[config.mk]
export PLATFORM = sky130hd
export DESIGN_NAME = peak_trough_amplitude_finder
export DESIGN_NICKNAME = d
export VERILOG_FILES = /design/src/design/ptaf_pkg.sv /design/src/design/peak_trough_amplitude_finder.sv /design/src/design/ptaf_in_reg.sv /design/src/design/ptaf_track.sv /design/src/design/ptaf_out_reg.sv
export SDC_FILE = /design/constraint.sdc
export NUM_CORES = 1
export LEC_CHECK = 0
export BUFFER_PORTS_ARGS = -buffer_cell sky130_fd_sc_hd__buf_2
export CELL_PAD_IN_SITES_DETAIL_PLACEMENT = 0
export CELL_PAD_IN_SITES_GLOBAL_PLACEMENT = 1
export CORE_MARGIN = 5
export CORE_UTILIZATION = 32
export CTS_BUF_LIST = sky130_fd_sc_hd__clkbuf_8
export DETAILED_ROUTE_END_ITERATION = 8
export PLACE_DENSITY = 0.57
export SYNTH_ARGS = -nofsm -noshare
export SYNTH_HDL_FRONTEND = slang
export SYNTH_SLANG_ARGS = --single-unit
export TNS_END_PERCENT = 100
[constraint.sdc]
create_clock -name clk -period 9.5 [get_ports clk]
set_input_delay 1.425 -clock clk [delete_from_list [all_inputs] [get_ports clk]]
set_output_delay 1.425 -clock clk [all_outputs]
set_load 0.01 [all_outputs]
[src/design/ptaf_pkg.sv]
// ----------------------------------------------------------------------------
// Peak trough amplitude finder package
// Widths, slope codes and the item and result records shared by the modules.
// ----------------------------------------------------------------------------
package ptaf_pkg;

  localparam int SAMPLE_BITS = 24;
  localparam int MAX_SAMPLES = 65536;
  // count saturates at MAX_SAMPLES, so it must hold that value itself
  localparam int CNT_BITS    = $clog2(MAX_SAMPLES + 1);
  localparam int SWING_BITS  = 24;
  localparam int PERIOD_BITS = 17;
  localparam int POS_BITS    = 16;

  localparam int IN_DATA_BITS  = ((SAMPLE_BITS + 7) / 8) * 8;
  localparam int RES_BITS      = SWING_BITS + PERIOD_BITS + POS_BITS;
  localparam int OUT_DATA_BITS = ((RES_BITS + 7) / 8) * 8;
  localparam int OUT_USER_BITS = 2;

  typedef enum logic [1:0] {
    SLOPE_FLAT = 2'd0,
    SLOPE_UP   = 2'd1,
    SLOPE_DOWN = 2'd2
  } slope_t;

  typedef struct packed {
    logic [SAMPLE_BITS-1:0] sample;
    logic                   last;
  } item_t;

  typedef struct packed {
    logic [SWING_BITS-1:0]  swing;
    logic [PERIOD_BITS-1:0] period_samples;
    logic [POS_BITS-1:0]    peak_position;
    logic                   found;
    logic                   overflow;
  } result_t;

endpackage

[src/design/peak_trough_amplitude_finder.sv]
// ----------------------------------------------------------------------------
// Peak trough amplitude finder
// Largest peak to trough swing of a window of signed samples, with its
// period and the position of its first turning point.
// ----------------------------------------------------------------------------
//
//  channel | direction | payload                                   | framing
//  --------+-----------+-------------------------------------------+---------
//  in_*    | slave     | tdata: sample[23:0]                       | tlast
//  out_*   | master    | tdata: swing, period_samples, peak_pos    | one/window
//          |           | tuser: found, overflow                    |
//
// Rate: one sample per clock while in_tready is high; the tlast sample passes
//   the input register, then the result register, before out_tvalid rises.
// The rate is set by the input register feeding one compare, subtract and
//   max update into the window state, all combinational.
// Reset: rst_n synchronous, active low; clears the window state and both
//   valid flags.
// Stalls: in_tready drops only while a tlast sample waits in the input
//   register and the result register still holds an untaken result.
//
module peak_trough_amplitude_finder (
  input  logic                                 clk,
  input  logic                                 rst_n,
  // tdata: [23:0] sample
  input  logic [ptaf_pkg::IN_DATA_BITS-1:0]    in_tdata,
  input  logic                                 in_tlast,
  input  logic                                 in_tvalid,
  output logic                                 in_tready,
  // tdata: [23:0] swing, [40:24] period_samples, [56:41] peak_position,
  //        [63:57] zero
  output logic [ptaf_pkg::OUT_DATA_BITS-1:0]   out_tdata,
  // tuser: [0] found, [1] overflow
  output logic [ptaf_pkg::OUT_USER_BITS-1:0]   out_tuser,
  output logic                                 out_tvalid,
  input  logic                                 out_tready
);

  ptaf_pkg::item_t   in_item;
  ptaf_pkg::item_t   s1_item;
  logic              s1_valid;
  logic              advance;
  logic              out_free;
  ptaf_pkg::result_t track_result;
  ptaf_pkg::result_t out_result;

  assign in_item.sample = in_tdata[ptaf_pkg::SAMPLE_BITS-1:0];
  assign in_item.last   = in_tlast;

  // consume the held sample unless it closes a window and the result slot is busy
  assign advance = s1_valid && (!s1_item.last || out_free);

  ptaf_in_reg u_in_reg (
    .clk      (clk),
    .rst_n    (rst_n),
    .in_valid (in_tvalid),
    .in_ready (in_tready),
    .in_item  (in_item),
    .advance  (advance),
    .s1_valid (s1_valid),
    .s1_item  (s1_item)
  );

  ptaf_track u_track (
    .clk    (clk),
    .rst_n  (rst_n),
    .step   (advance),
    .item   (s1_item),
    .result (track_result)
  );

  ptaf_out_reg u_out_reg (
    .clk        (clk),
    .rst_n      (rst_n),
    .load       (advance && s1_item.last),
    .result     (track_result),
    .free       (out_free),
    .out_valid  (out_tvalid),
    .out_ready  (out_tready),
    .out_result (out_result)
  );

  // pack the result fields from the lowest bit up, zero the padding
  assign out_tdata = ptaf_pkg::OUT_DATA_BITS'({out_result.peak_position,
                                               out_result.period_samples,
                                               out_result.swing});
  assign out_tuser = {out_result.overflow, out_result.found};

endmodule

[src/design/ptaf_in_reg.sv]
// ----------------------------------------------------------------------------
// Peak trough amplitude finder input register
// Holds one accepted sample until the tracker consumes it.
// ----------------------------------------------------------------------------
module ptaf_in_reg (
  input  logic            clk,
  input  logic            rst_n,
  input  logic            in_valid,
  output logic            in_ready,
  input  ptaf_pkg::item_t in_item,
  input  logic            advance,
  output logic            s1_valid,
  output ptaf_pkg::item_t s1_item
);

  logic            valid_r;
  logic            valid_nxt;
  ptaf_pkg::item_t item_r;

  assign in_ready  = !valid_r || advance;
  assign valid_nxt = in_ready ? in_valid : valid_r;

  always_ff @(posedge clk) begin
    if (!rst_n) begin
      valid_r <= 1'b0;
    end else begin
      valid_r <= valid_nxt;
    end
  end

  always_ff @(posedge clk) begin
    if (in_ready && in_valid) begin
      item_r <= in_item;
    end
  end

  assign s1_valid = valid_r;
  assign s1_item  = item_r;

endmodule

[src/design/ptaf_track.sv]
// ----------------------------------------------------------------------------
// Peak trough amplitude finder tracker
// Follows slope, turning points and the best swing of the current window.
// ----------------------------------------------------------------------------
module ptaf_track (
  input  logic              clk,
  input  logic              rst_n,
  input  logic              step,
  input  ptaf_pkg::item_t   item,
  output ptaf_pkg::result_t result
);

  localparam int SB = ptaf_pkg::SAMPLE_BITS;
  localparam int CB = ptaf_pkg::CNT_BITS;
  localparam int WB = ptaf_pkg::SWING_BITS;
  localparam int PB = ptaf_pkg::PERIOD_BITS;
  localparam int QB = ptaf_pkg::POS_BITS;

  logic [SB-1:0]    prev_r,       prev_nxt;
  ptaf_pkg::slope_t slope_r,      slope_nxt;
  logic [CB-1:0]    count_r,      count_nxt;
  logic             have_turn_r,  have_turn_nxt;
  logic [SB-1:0]    turn_value_r, turn_value_nxt;
  logic [QB-1:0]    turn_pos_r,   turn_pos_nxt;
  logic             best_found_r, best_found_nxt;
  logic [WB-1:0]    best_swing_r, best_swing_nxt;
  logic [PB-1:0]    best_period_r, best_period_nxt;
  logic [QB-1:0]    best_pos_r,   best_pos_nxt;
  logic             ovf_r,        ovf_nxt;

  ptaf_pkg::slope_t s2;
  logic             opposite;
  logic [QB-1:0]    here;
  logic [WB-1:0]    swing_cur;
  logic [QB-1:0]    gap;

  always_comb begin
    if ($signed(item.sample) > $signed(prev_r)) begin
      s2 = ptaf_pkg::SLOPE_UP;
    end else if ($signed(item.sample) < $signed(prev_r)) begin
      s2 = ptaf_pkg::SLOPE_DOWN;
    end else begin
      s2 = ptaf_pkg::SLOPE_FLAT;
    end
  end

  assign opposite = ((s2 == ptaf_pkg::SLOPE_UP) && (slope_r == ptaf_pkg::SLOPE_DOWN)) ||
                    ((s2 == ptaf_pkg::SLOPE_DOWN) && (slope_r == ptaf_pkg::SLOPE_UP));

  assign here = QB'(count_r - CB'(1));
  assign gap  = here - turn_pos_r;

  // full swing of two signed samples always fits the unsigned field
  always_comb begin
    if ($signed(prev_r) >= $signed(turn_value_r)) begin
      swing_cur = WB'({prev_r[SB-1], prev_r} - {turn_value_r[SB-1], turn_value_r});
    end else begin
      swing_cur = WB'({turn_value_r[SB-1], turn_value_r} - {prev_r[SB-1], prev_r});
    end
  end

  always_comb begin
    prev_nxt        = prev_r;
    slope_nxt       = slope_r;
    count_nxt       = count_r;
    have_turn_nxt   = have_turn_r;
    turn_value_nxt  = turn_value_r;
    turn_pos_nxt    = turn_pos_r;
    best_found_nxt  = best_found_r;
    best_swing_nxt  = best_swing_r;
    best_period_nxt = best_period_r;
    best_pos_nxt    = best_pos_r;
    ovf_nxt         = ovf_r;
    if (count_r >= CB'(ptaf_pkg::MAX_SAMPLES)) begin
      ovf_nxt = 1'b1;
    end else begin
      if (count_r == CB'(2)) begin
        slope_nxt = s2;
      end else if (count_r >= CB'(3)) begin
        if (opposite) begin
          if (have_turn_r && (!best_found_r || (swing_cur > best_swing_r))) begin
            best_swing_nxt  = swing_cur;
            best_period_nxt = PB'({1'b0, gap} << 1);
            best_pos_nxt    = turn_pos_r;
            best_found_nxt  = 1'b1;
          end
          turn_value_nxt = prev_r;
          turn_pos_nxt   = here;
          have_turn_nxt  = 1'b1;
          slope_nxt      = s2;
        end else if (slope_r == ptaf_pkg::SLOPE_FLAT) begin
          slope_nxt = s2;
        end
      end
      prev_nxt  = item.sample;
      count_nxt = count_r + CB'(1);
    end
  end

  // best fields stay zero until a pair is found, so they pass through as is
  always_comb begin
    result.swing          = best_swing_nxt;
    result.period_samples = best_period_nxt;
    result.peak_position  = best_pos_nxt;
    result.found          = best_found_nxt;
    result.overflow       = ovf_nxt;
  end

  always_ff @(posedge clk) begin
    if (!rst_n || (step && item.last)) begin
      prev_r        <= '0;
      slope_r       <= ptaf_pkg::SLOPE_FLAT;
      count_r       <= '0;
      have_turn_r   <= 1'b0;
      turn_value_r  <= '0;
      turn_pos_r    <= '0;
      best_found_r  <= 1'b0;
      best_swing_r  <= '0;
      best_period_r <= '0;
      best_pos_r    <= '0;
      ovf_r         <= 1'b0;
    end else if (step) begin
      prev_r        <= prev_nxt;
      slope_r       <= slope_nxt;
      count_r       <= count_nxt;
      have_turn_r   <= have_turn_nxt;
      turn_value_r  <= turn_value_nxt;
      turn_pos_r    <= turn_pos_nxt;
      best_found_r  <= best_found_nxt;
      best_swing_r  <= best_swing_nxt;
      best_period_r <= best_period_nxt;
      best_pos_r    <= best_pos_nxt;
      ovf_r         <= ovf_nxt;
    end
  end

endmodule

[src/design/ptaf_out_reg.sv]
// ----------------------------------------------------------------------------
// Peak trough amplitude finder result register
// Holds one window result until the downstream side takes it.
// ----------------------------------------------------------------------------
module ptaf_out_reg (
  input  logic              clk,
  input  logic              rst_n,
  input  logic              load,
  input  ptaf_pkg::result_t result,
  output logic              free,
  output logic              out_valid,
  input  logic              out_ready,
  output ptaf_pkg::result_t out_result
);

  logic              valid_r;
  logic              valid_nxt;
  ptaf_pkg::result_t result_r;

  assign free = !valid_r || out_ready;

  always_comb begin
    valid_nxt = valid_r;
    if (load) begin
      valid_nxt = 1'b1;
    end else if (out_ready) begin
      valid_nxt = 1'b0;
    end
  end

  always_ff @(posedge clk) begin
    if (!rst_n) begin
      valid_r <= 1'b0;
    end else begin
      valid_r <= valid_nxt;
    end
  end

  always_ff @(posedge clk) begin
    if (load) begin
      result_r <= result;
    end
  end

  assign out_valid  = valid_r;
  assign out_result = result_r;

endmodule

# [Word-level counts from Yosys, hierarchy flattened]
# Index checks and enable logic that the tools add are counted.
[word_totals] ff_bits=229 input_bits=29 out_inout_bits=68 elab_cells=92
[classes] add_sub_neg=5 order_cmp=6 n_eq_ne=5 muxes=30 n_bitwise=2 n_reduce_logical=24
[ops] op="$mux W24" count=6
[ops] op="$mux W17" count=5
[ops] op="$mux W16" count=5
[ops] op="$gt A24 B24 Y1" count=2
[ops] op="$sub A24 B24 Y24" count=2
[ops] op="$ge A24 B24 Y1" count=1
[ops] op="$lt A24 B24 Y1" count=1
[ops] op="$add A17 B1 Y17 const B" count=1
[ops] op="$eq A17 B2 Y1 const B" count=1
[ops] op="$ge A17 B17 Y1 const B" count=1
[ops] op="$ge A17 B2 Y1 const B" count=1
[ops] op="$sub A16 B1 Y16 const B" count=1
[ops] op="$sub A16 B16 Y16" count=1
[ops] op="$mux W2" count=6
[ops] op="$mux W1" count=8
[ops] op="$logic_and A1 B1 Y1" count=6
[ops] op="$logic_or A1 B1 Y1" count=6
[ops] op="$logic_not A1 Y1" count=5
[ops] op="$reduce_and A5 Y1" count=1
[ops] op="$eq A2 B1 Y1 const B" count=2
[ops] op="$eq A2 B2 Y1 const B" count=2
[ops] op="$reduce_and A4 Y1" count=1
[ops] op="$reduce_bool A2 Y1" count=2
[ops] op="$reduce_bool A3 Y1" count=1
[ops] op="3 further kinds" count=4

# [Logic depth before layout (Yosys ltp)]
[depth] word_depth=10 mapped_depth=25 depth_no_buf=22

# [Cells and area by module]
# A second synthesis with hierarchy kept.
[hier_totals] cells_unflattened=1439 hier_area_um2=13087.6
[modules_own_cells] mod="ptaf_track" n_inst=1 cells_each=1335 area_per_inst_um2=10383.7 seq_area_each_um2=2862.7
[modules_own_cells] mod="ptaf_out_reg" n_inst=1 cells_each=63 area_per_inst_um2=1820.5 seq_area_each_um2=1791.7
[modules_own_cells] mod="ptaf_in_reg" n_inst=1 cells_each=30 area_per_inst_um2=808.3 seq_area_each_um2=770.7
[modules_own_cells] mod="peak_trough_amplitude_finder" n_inst=1 cells_each=11 area_per_inst_um2=75.1 seq_area_each_um2=0.0

# [Worst setup path after synthesis]
# Ideal clock, no wire load.
[synth_path] kind="register -> register" start="reg u_track.turn_value_r[19]" end="reg u_out_reg.result_r, in the netlist u_out_reg.out_result[36], data pin" setup_time_ps=265 t_arrival_ps=4704 setup_slack_ps=4531 path_stages_with_launch=25 path_buffers=3 cell_sequence="dfxtp_1 > inv_1 > ha_1 > buf_2 > a2111oi_2 > o221ai_1 > and2_1 > o211a_2 > a2111o_1 > o31a_1 > a31oi_1 > xor2_1 > inv_1 > ha_1 > a211oi_1 > o211ai_1 > a311oi_1 > nor2b_1 > or2_2 > nand4_1 > o21ai_1 > buf_2 > clkbuf_1 > nand2_1 > o21ai_0"
[synth_lines] element="start, declared" line_no="ptaf_track.sv:23" rtl="logic [SB-1:0] turn_value_r, turn_value_nxt;"
[synth_lines] element="start signal, assigned" line_no="ptaf_track.sv:127" rtl="turn_value_r <= turn_value_nxt;"
[synth_lines] element="end signal, assigned" line_no="ptaf_out_reg.sv:41" rtl="result_r <= result;"
[synth_lines] element="end, declared" line_no="ptaf_out_reg.sv:18" rtl="ptaf_pkg::result_t result_r;"

==> results.yml <==
critical_path:
  worstSetupPathType: "flop to flop"
  worstPathRequired_ps: 9850
  startpoint: "u_track.turn_value_r[14]"
  rr_startpoint: "u_track.turn_value_r[14]"
  path_max_fanout: 46
  start_kind: "flop"
  endpoint_kind: "flop"
  crit_arrival_ps: 7200
grt:
  antenna_found_initial: 0
  first_global_vias: 10234
  grt_use_total_pct: 15.5
  grt_pass1_wl_mm: 58.1
  grt_max_degree: 91
  grt.overflow.total: 0
detailed_routing:
  drc: 0
  routed_wl_mm: 36.6
  vias: 10452
  wl_per_cell_um: 17.3
  first_pass_iters: 5
  drtIter0Drc: 605
  postRouteAntennaNets: 0
  viasPerCell: 4.95
place:
  placed_cell_area_um2: 14400
  preCtsSetupSlack_ps: 2600
  place.gp.congestion: 0.841
  dp_cells: 2033
  dp_hpwl_mm: 26.7
  port_buffers: 89
cts:
  cts_setup_buffers: 0
  cts_resized: 0
  cts_root_buf: "clkbuf_8"
  h-tree-depth: 2
  clk_pin_slew_worst_paths_ps: 60
  clock_sinks: 229
  ctsHoldBuffers: 0
  clockBufferDepth: 3
  numCtsBuffers: 43
  clk_latency_ps: 620
  cts_tree: "done"
synth:
  ys_seq_elements: 229
  synthSimpleGateAreaFrac_pct: 15.4
  synth_mux_area_share_pct: 9.77
  synth_fa_ha_area_share_pct: 10.9
  yosysWarnings: 0
  synth_flop_cell: "dfxtp_1"
  synth_area_leader_cell: "dfxtp_1"
  ys_seq_area_share_pct: 40.3
  synth.most_common_cell: "dfxtp_1"
  synth_top_area_share_pct: 21.5
  syn_area_um2: 13500
  synthXorXnorAreaFrac_pct: 4.03
  synth_edf_count: 84
  synth_top_family_by_area: "simple AND/OR/NAND/NOR gates"
  synth.area.top_cells: "dfxtp_1 22%, edfxtp_1 19%, ha_1 10%, mux2i_1 6.8%, nor2_1 4.0%"
  syn_inst: 1465
  syn_area_per_cell_um2: 9.20
  yosys-top-cells-count: "145 x dfxtp_1, 144 x nor2_1, 120 x nand2_1"
  synth_cell_types: 68
  synth_compound_area_share_pct: 13.6
  async_reset_ff_share_pct: 0
die:
  die_h_um: 215
  coreArea_um2: 41800
  rows: 75
  dieArea_um2: 46300
  io_pins: 97
  initial_core_util_pct: 32.3
  dieWidth_um: 215
final_layout:
  layout-drive-gt1-share_pct: 13.6
  finalInstanceArea_um2: 15300
  areaGrowthSynthToFinish_pct: 13.2
  fin_nets: 1684
  final_cells: 2112
  num-fill-cells: 4304
  n_antenna_cell: 0
power:
  pwr-share-seq_pct: 40.7
  powerDensity_nw_per_um2: 168
  p_leak_nw: 5.77
  combPwrFrac_pct: 20.8
  clock_power_share_pct: 38.5
  switching_share_pct: 31.1
  ir_drop_v: 0.000148
  p_int_mw: 1.77
  total_power_mw: 2.57
  p_switching_mw: 0.799
worst_hold_path:
  hold_class: "flop to flop"
  worstHoldStart: "u_track.best_period_r[15]"
run:
  drv_cap: 0
timing:
  setup_ws_ps: 2650
  slew-limit-headroom_pct: 27.3
  max_freq_ghz: 0.146
  fin_worst_skew_ps: 45.8
  setup_viol: 0
  rsz0062_at_grt: "no"
  maxSlewViolCount: 0
  fin_crit_ps: 6850
  worst_pin_slew_ps: 1090
  fin_setup_tns_ps: 0
  fin_crit_sh_pct: 72.1
  hold_violations: 0
run_status:
  status: "finished clean"
==> flip-flops by register name (all words and copies together), names as in the netlist <==
signal,flops
u_in_reg.s1_item,25
u_in_reg.s1_valid,1
u_out_reg.out_result,59
u_out_reg.out_valid,1
u_track.best_found_r,1
u_track.best_period_r,17
u_track.best_pos_r,16
u_track.best_swing_r,24
u_track.count_r,17
u_track.have_turn_r,1
u_track.ovf_r,1
u_track.prev_r,24
u_track.slope_r,2
u_track.turn_pos_r,16
u_track.turn_value_r,24
==> stage by stage <==
step / hold WS [ps] / utilization [%]
global placement: 442 / 34.4
floorplan: 429 / -
detailed placement: 451 / 34.4
finish: 457 / 36.5
CTS: 461 / 36.5
global route: 485 / 36.5
==> cell type report <==
cell class                 count  area, um^2  share of cell area, %
tap                          539         674                   4.42
sequential                   229        5430                   35.6
clock inverter                32         236                   1.55
timing repair buffer         100         528                   3.46
inverter                     115         432                   2.83
multi-input combinational   1050        7310                   47.9
clock buffer                  47         647                   4.24
==> final timing paths <==
| check | slack, ps | depth (start not counted) | to |
|---|---|---|---|
| max | 2650 | 20 | u_out_reg.out_result[15] |
| min | 460 | 2 | u_track.best_period_r[15] |
| max reg2reg | 2650 | 20 | u_out_reg.out_result[15] |
| min reg2reg | 460 | 2 | u_track.best_period_r[15] |
==> power groups by stage <==
stage	sequential [mW]	combinational, mW	clock (mW)
finish	1.05	0.534	0.990
detailed placement	1.07	0.530	0
CTS	1.05	0.533	1.04
global route	1.05	0.589	1.08
global placement	1.07	0.530	0
floorplan	1.07	0.377	0
==> layer usage <==
metal	vias to the layer above	track usage (%)	wire length, um
met1	4917	23.4	19300
met3	38	3.32	1670
met4	0	3.88	639
met5	-	0	0
li1	5283	-	-
met2	214	22.3	15000
==> worst max-delay path, cell delays in order (launching register included) <==
cell,delay (ps)
dfxtp_1,340
inv_1,50
ha_1,570
nand4_1,320
nor4_4,480
a211o_1,230
a32o_2,270
nor2_8,160
o31a_1,350
a31oi_1,260
xor2_1,400
inv_1,80
ha_1,310
nand4_1,90
nor3_1,280
o311a_1,270
or2_2,130
nand3_1,110
o21ai_4,910
buf_4,550
mux2_2,390
==> kinds of logic after synthesis <==
logic type,Yosys count
AO/OA/AOI/OAI,293
XOR/XNOR,62
adder cells (fa/ha/maj),116
buffers and inverters,192
flip-flops,229
multiplexers,127
other,1
AND/OR/NAND/NOR,445
==> cells in the final DEF (no fill, tap or decap), types with 48 or more instances in the layout <==
cell type and n:
nor2_1 144, mux2i_1 90, nand2_1 119, ha_1 113, inv_1 127, nor3_1 48
o21ai_0 65, edfxtp_1 84, dfxtp_1 145, a21oi_1 106, buf_2 89
No activity file was read; power rests on OpenSTA's default activity.
